File: src/profile_resample_pwl_interp_unit_defines.svh
// Assertion macros shared by the resampler RTL.
`ifndef PROFILE_RESAMPLE_PWL_INTERP_UNIT_DEFINES_SVH
`define PROFILE_RESAMPLE_PWL_INTERP_UNIT_DEFINES_SVH
`ifndef SYNTHESIS
`define PRI_ASSERT(lbl, c, r, p) \
  lbl: assert property (@(posedge c) disable iff (r) (p)) else $error("assertion failed");
`define PRI_ASSERT_NEXT(lbl, c, r, a, b) \
  lbl: assert property (@(posedge c) disable iff (r) (a) |=> (b)) else $error("assertion failed");
`else
`define PRI_ASSERT(lbl, c, r, p)
`define PRI_ASSERT_NEXT(lbl, c, r, a, b)
`endif
`endif

File: src/pri_pkg.sv
// Shared types and constants of the profile resampler.
package pri_pkg;
  localparam int DEPTH_W = 18;
  localparam int TEMP_W  = 16;
  localparam int STAMP_W = 32;
  localparam int IDX_W   = 5;
  localparam int TF_W    = 19;
  localparam int NPTS_W  = 6;
  localparam int CFG_IDX_W = 1;
  localparam int CFG_DATA_W = 18;
  localparam logic [CFG_IDX_W-1:0] REG_SLAB_THICKNESS = 1'b0;
  localparam logic [CFG_IDX_W-1:0] REG_OUT_POINTS     = 1'b1;
  localparam logic [DEPTH_W-1:0] SLAB_RESET = 18'd16646;
  localparam logic [NPTS_W-1:0]  NPTS_RESET = 6'd11;
  localparam int DIV_NW = 44;
  localparam int DIV_DW = 22;
  localparam logic signed [45:0] TF_MIN   = -46'sd262144;
  localparam logic signed [45:0] TF_MAX   = 46'sd262143;
  localparam logic signed [45:0] F_OFFSET = 46'sd8192;

  typedef struct packed {
    logic              start;
    logic [DIV_NW-1:0] dividend;
    logic [DIV_DW-1:0] divisor;
  } div_req_t;

  typedef struct packed {
    logic              done;
    logic [DIV_NW-1:0] quotient;
    logic [DIV_DW-1:0] remainder;
  } div_rsp_t;
endpackage

File: src/pri_div.sv
// Bit-serial restoring divider, one quotient bit per cycle.
module pri_div (
  input  logic              clk,
  input  logic              rst,
  input  pri_pkg::div_req_t req,
  output pri_pkg::div_rsp_t rsp
);
  import pri_pkg::*;

  localparam int CW = $clog2(DIV_NW + 1);

  logic              busy;
  logic [CW-1:0]     cnt;
  logic [DIV_NW-1:0] q;
  logic [DIV_DW-1:0] r;
  logic [DIV_DW-1:0] d;
  logic              done;
  logic [DIV_DW:0]   sh;
  logic [DIV_DW:0]   diff;
  logic              ge;

  assign sh   = {r, q[DIV_NW-1]};
  assign diff = sh - {1'b0, d};
  assign ge   = (sh >= {1'b0, d});

  always_ff @(posedge clk) begin
    if (rst) begin
      busy <= 1'b0;
      done <= 1'b0;
      cnt  <= '0;
    end else begin
      done <= 1'b0;
      if (req.start) begin
        busy <= 1'b1;
        cnt  <= CW'(DIV_NW);
        q    <= req.dividend;
        r    <= '0;
        d    <= req.divisor;
      end else if (busy) begin
        r   <= ge ? diff[DIV_DW-1:0] : sh[DIV_DW-1:0];
        q   <= {q[DIV_NW-2:0], ge};
        cnt <= cnt - 1'b1;
        if (cnt == CW'(1)) begin
          busy <= 1'b0;
          done <= 1'b1;
        end
      end
    end
  end

  assign rsp.done      = done;
  assign rsp.quotient  = q;
  assign rsp.remainder = r;
endmodule

File: config.mk
export PLATFORM = sky130hd
export DESIGN_NAME = pri_div
export DESIGN_NICKNAME = d
export VERILOG_FILES = /design/src/profile_resample_pwl_interp_unit_defines.svh /design/src/pri_pkg.sv /design/src/pri_div.sv
export SDC_FILE = /design/constraint.sdc
export NUM_CORES = 1
export LEC_CHECK = 0
export ABC_AREA = 1
export BUFFER_PORTS_ARGS = -buffer_cell sky130_fd_sc_hd__buf_2
export CAP_MARGIN = 10
export CORE_ASPECT_RATIO = 1.2
export CORE_MARGIN = 10
export CORE_UTILIZATION = 45
export DETAILED_ROUTE_END_ITERATION = 12
export PLACE_DENSITY = 0.69
export SYNTH_ARGS = -nofsm -noshare
export SYNTH_HDL_FRONTEND = slang
export SYNTH_SLANG_ARGS = --single-unit
File: constraint.sdc
create_clock -name clk -period 7 [get_ports clk]
set_clock_uncertainty 0.1 [all_clocks]
set_input_delay 0.35 -clock clk [delete_from_list [all_inputs] [get_ports clk]]
set_output_delay 0.35 -clock clk [all_outputs]
set_load 0.01 [all_outputs]
After elaboration in Yosys (flattened, before gate mapping):

Index checks and enable logic that the tools add are counted.

* register bits: 96
* bits of input ports: 69
* output and inout bits: 67
* logic and storage cells: 28

* add/sub/neg operators: 2
* order comparisons: 1
* eq/ne operators: 1
* mux-type cells: 10
* bitwise gates (word level): 2
* reductions and logical operators: 5

Operators with widths (count)
* 44-bit two-way mux: 2
* 22-bit two-way mux: 2
* 23-bit by 22-bit greater-or-equal comparator with 1-bit output: 1
* 22-bit subtractor: 1
* 6-bit two-way mux: 2
* 6-bit by 1-bit equality test with 1-bit output, second input constant: 1
* 6-bit by 1-bit subtractor with 6-bit output, second input constant: 1
* 1-bit two-way mux: 4
* 2-bit AND reduction: 2
* 3-bit OR reduction: 1
* 1-bit inverter: 2
* 2-bit nonzero test: 1
* 2-bit OR reduction: 1

Logic depth before layout (Yosys ltp):

* word-level depth: 4
* depth in mapped cells: 15
* depth with buffers taken out: 14

Worst setup path after synthesis:

No wires, ideal clock.

* kind: input port to flip-flop
* start: input port req[66] in the netlist's numbering
* end: register q[0], enable pin
* library setup time: 0.581 ns
* arrival: 5.250 ns
* data required time: 6.319 ns
* slack: 1.069 ns
* stages on the path: 3
* buffers on the path: 1
* cells stage by stage: inv_2 > clkbuf_1 > o21ai_0

* longest elaborated chain between the ends: 2

Ends and longest elaborated chain
* from (decl): line pri_div.sv:5 `input pri_pkg::div_req_t req,`
* 2-bit nonzero test (no line)
* 2-bit AND reduction (no line)
* to (signal assigned): line pri_div.sv:36 `q <= req.dividend;`
* to (signal assigned): line pri_div.sv:41 `q <= {q[DIV_NW-2:0], ge};`
* to (decl): line pri_div.sv:14 `logic [DIV_NW-1:0] q;`

No other way between the ends.
A chain may end at the register's enable or synchronous reset.

Worst setup path in the final report:

* start: register r[1]
* end: register r[7], data pin

* longest elaborated chain between the ends: 3
* elaborated cells between the ends (all ways): 4
* those cells by class: add/sub (1); order compare (1); mux (2)

Ends and longest elaborated chain
* from (decl): line pri_div.sv:15 `logic [DIV_DW-1:0] r;`
* from (signal assigned): line pri_div.sv:40 `r <= ge ? diff[DIV_DW-1:0] : sh[DIV_DW-1:0];`
* 22-bit subtractor or 23-bit by 22-bit greater-or-equal comparator with 1-bit output (tied branches): line pri_div.sv:23, pri_div.sv:24
* 22-bit two-way mux (*): line pri_div.sv:40
* 22-bit two-way mux (*): line pri_div.sv:39 `end else if (busy) begin`

Mark *: on every way between the ends. The rest lies on a longest branch, timed or not. The select of a mux whose other input is x is not followed.

==> results.txt <==
CTS tree = yes
Global Route Usage Sum = 0.162
post-synthesis async set-or-reset flop share = 0
Yosys cell types = 35
routed len/inst = 13.8 um
fraction of layout instances using a drive strength above 1 = 0.193
count of final setup violators = 0
required time worst endpoint = 7.08 ns
CORE AREA = 12100 um^2
Pins Over Slew Limit = 0
pin count of the biggest net entering global routing = 71
arrival time at the worst endpoint = 3.41 ns
die width = 121 um
cts repair resizes = 0
Startpoint Class = flop
PD cells = 262 nW/um^2
Peak VDD IR = 166 uV
FF-to-FF path depth = 12
CP Capture Type = flop
CTS Buf Count = 9
Post-Syn Area = 5540 um^2
Post-Synthesis Cells = 694
f_max = 301 MHz
first-pass GRT wire length = 22400 um
Die H = 142 um
Ports = 136
r2r endpoint = r[7]
drt first pass iters = 5
Multi-input gate area = 2260 um^2
FF-to-FF Start = r[1]
FF/Latch Area = 2800 um^2
relative slew slack = 0.435
Synth area leaders = edfxtp_1, nand2_1, inv_1
Worst Hold Endpoint = d[0]
worst hold start = req[0]
DRT antenna net count = 0
Vias = 4733
Longest Clk Path Bufs = 2
# nets final = 920
Port-buffer cells = 135
Post-DP Area = 6340 um^2
Lkg Pwr = 3.43 nW
top-count cell post-synth = nand2_1
register-to-register setup slack = 3.67 ns
most frequently used flop master after synthesis = edfxtp_1
vias in the first global route = 4739
initial antenna violation count = 0
setup TNS = 0 ns
Final Hold Fails = 0
cell taking the most area after synthesis = edfxtp_1
area grow syn2layout = 20.3%
drt first-iter violations = 222
register bit total from synthesis = 96
via-per-instance ratio = 4.77
non-filler instance count after layout = 993
CTS Sinks = 96
Worst-Margin Slew = 0.845 ns
Post-synth EDFFs = 88
post-CTS setup buffers = 0
sequential cell area fraction in the yosys report = 0.506
DRC = 0
syn_area_per_cell = 7.98 um^2
Skew-Pair Late Insertion Delay = 0.35 ns
post-layout instance area = 6670 um^2
top-area cell type share of the netlist area = 0.477
Setup Crit Path Kind = reg -> reg
hold_buf cts = 0
CP max FO = 29
Reg clk slew, reported paths = 0.06 ns
synth cell count leaders = nand2_1, inv_1, edfxtp_1, nor2_1, nand3_1
row cnt = 44
area of the die = 17200 um^2
net count after synthesis = 788
outcome = complete, no violations
placed cells = 976
minimum clock period = 3.33 ns
grt total ovfl = 0
Max-Cap Viols = 0
Initial Utilization = 0.460
root buf cell = clkbuf_16
Detailed Place HPWL = 10400 um
worst hold path cell count = 1
YS warnings = 0
Hold Worst Slack = 0.0695 ns
H-tree depth = 3
HP Class = in -> reg
Total Wirelength = 13700 um
# fillers = 1157
period utilization = 0.475
RSZ-0062 raised after global routing = false
placer's final routability congestion estimate = 0.902
-- cell type report --
class / instances / share of cell area
Clock inverter: 6 / 0.0135
Multi-Input combinational cell: 479 / 0.339
Timing Repair Buffer: 138 / 0.105
Clock buffer: 10 / 0.0343
Antenna cell: 1 / 0.000375
Tap cell: 161 / 0.0302
Sequential cell: 96 / 0.420
Inverter: 102 / 0.0574
-- stage by stage --
| stage | util | setup slack, ns | total power, mW |
|---|---|---|---|
| after floorplan | - | 1.07 | 1.09 |
| after global placement | 0.526 | 3.81 | 1.23 |
| after detailed placement | 0.526 | 3.71 | 1.23 |
| after CTS | 0.553 | 3.69 | 1.76 |
| after global routing | 0.553 | 3.37 | 1.86 |
| final | 0.553 | 3.67 | 1.75 |
-- where the power goes --
part | switching (mW) | internal [mW]
sequential | 0.0326 | 0.702
clock | 0.216 | 0.315
combinational | 0.311 | 0.171
-- worst max-delay path: stages, from the launching register on --
cell and delay, ns:
edfxtp_1 0.42, ha_1 0.38, nand2_1 0.09, nand2_1 0.06, inv_1 0.05, nand2_1 0.11
nand2_1 0.08, nand2_1 0.11, nand2_1 0.10, nand4_2 0.66, inv_1 0.71, nor2_1 0.08
nor2_1 0.20
-- metal layers --
metal / global-route usage / share of wire / vias up
met5: 0 / 0 / -
met4: 0.0547 / 0.019 / 0
met3: 0.0603 / 0.074 / 19
met2: 0.274 / 0.49 / 129
met1: 0.182 / 0.42 / 2132
li1: - / - / 2453
-- cell usage in the layout, fill, tap and decap left out, drive strengths merged, types with 2 or more instances in the layout --
cell type | netlist | final
a21oi | 16 | 16
buf | 9 | 138
bufinv | 0 | 2
clkbuf | 8 | 10
clkinv | 0 | 2
dfxtp | 8 | 8
edfxtp | 88 | 88
ha | 24 | 24
inv | 102 | 104
nand2 | 287 | 287
nand3 | 27 | 27
nand4 | 6 | 6
nor2 | 73 | 73
nor3 | 3 | 3
nor4 | 3 | 3
o21ai | 17 | 17
o21bai | 3 | 3
xnor2 | 2 | 2
xor2 | 10 | 10
-- logic make-up (layout without fill, tap and decap cells) --
logic type,after synthesis,count (layout),share of synthesized area
and+or+nand+nor,402,402,0.290
buffers and inverters,119,256,0.0888
DFF,96,96,0.506
AOI/OAI and AO/OA,40,40,0.0388
adders and majority gates,25,25,0.0578
xor gates and xnor gates,12,12,0.0190
other,0,1,0
-- flip-flops by register name (all words and copies together) (netlist names) --
name  cells
busy      1
r        22
d        22
q        44
cnt       6
done      1
-- worst max path at each step --
stage / startpoint / endpoint / slack (ns)
2_1_floorplan: req[66] / q[0] / 1.07
3_3_place_gp: r[1] / r[7] / 3.81
3_5_place_dp: r[1] / r[7] / 3.71
4_1_cts: r[1] / r[7] / 3.69
5_1_grt: r[1] / r[7] / 3.37
6_report: r[1] / r[7] / 3.67
(Power assumes the default switching activity.)
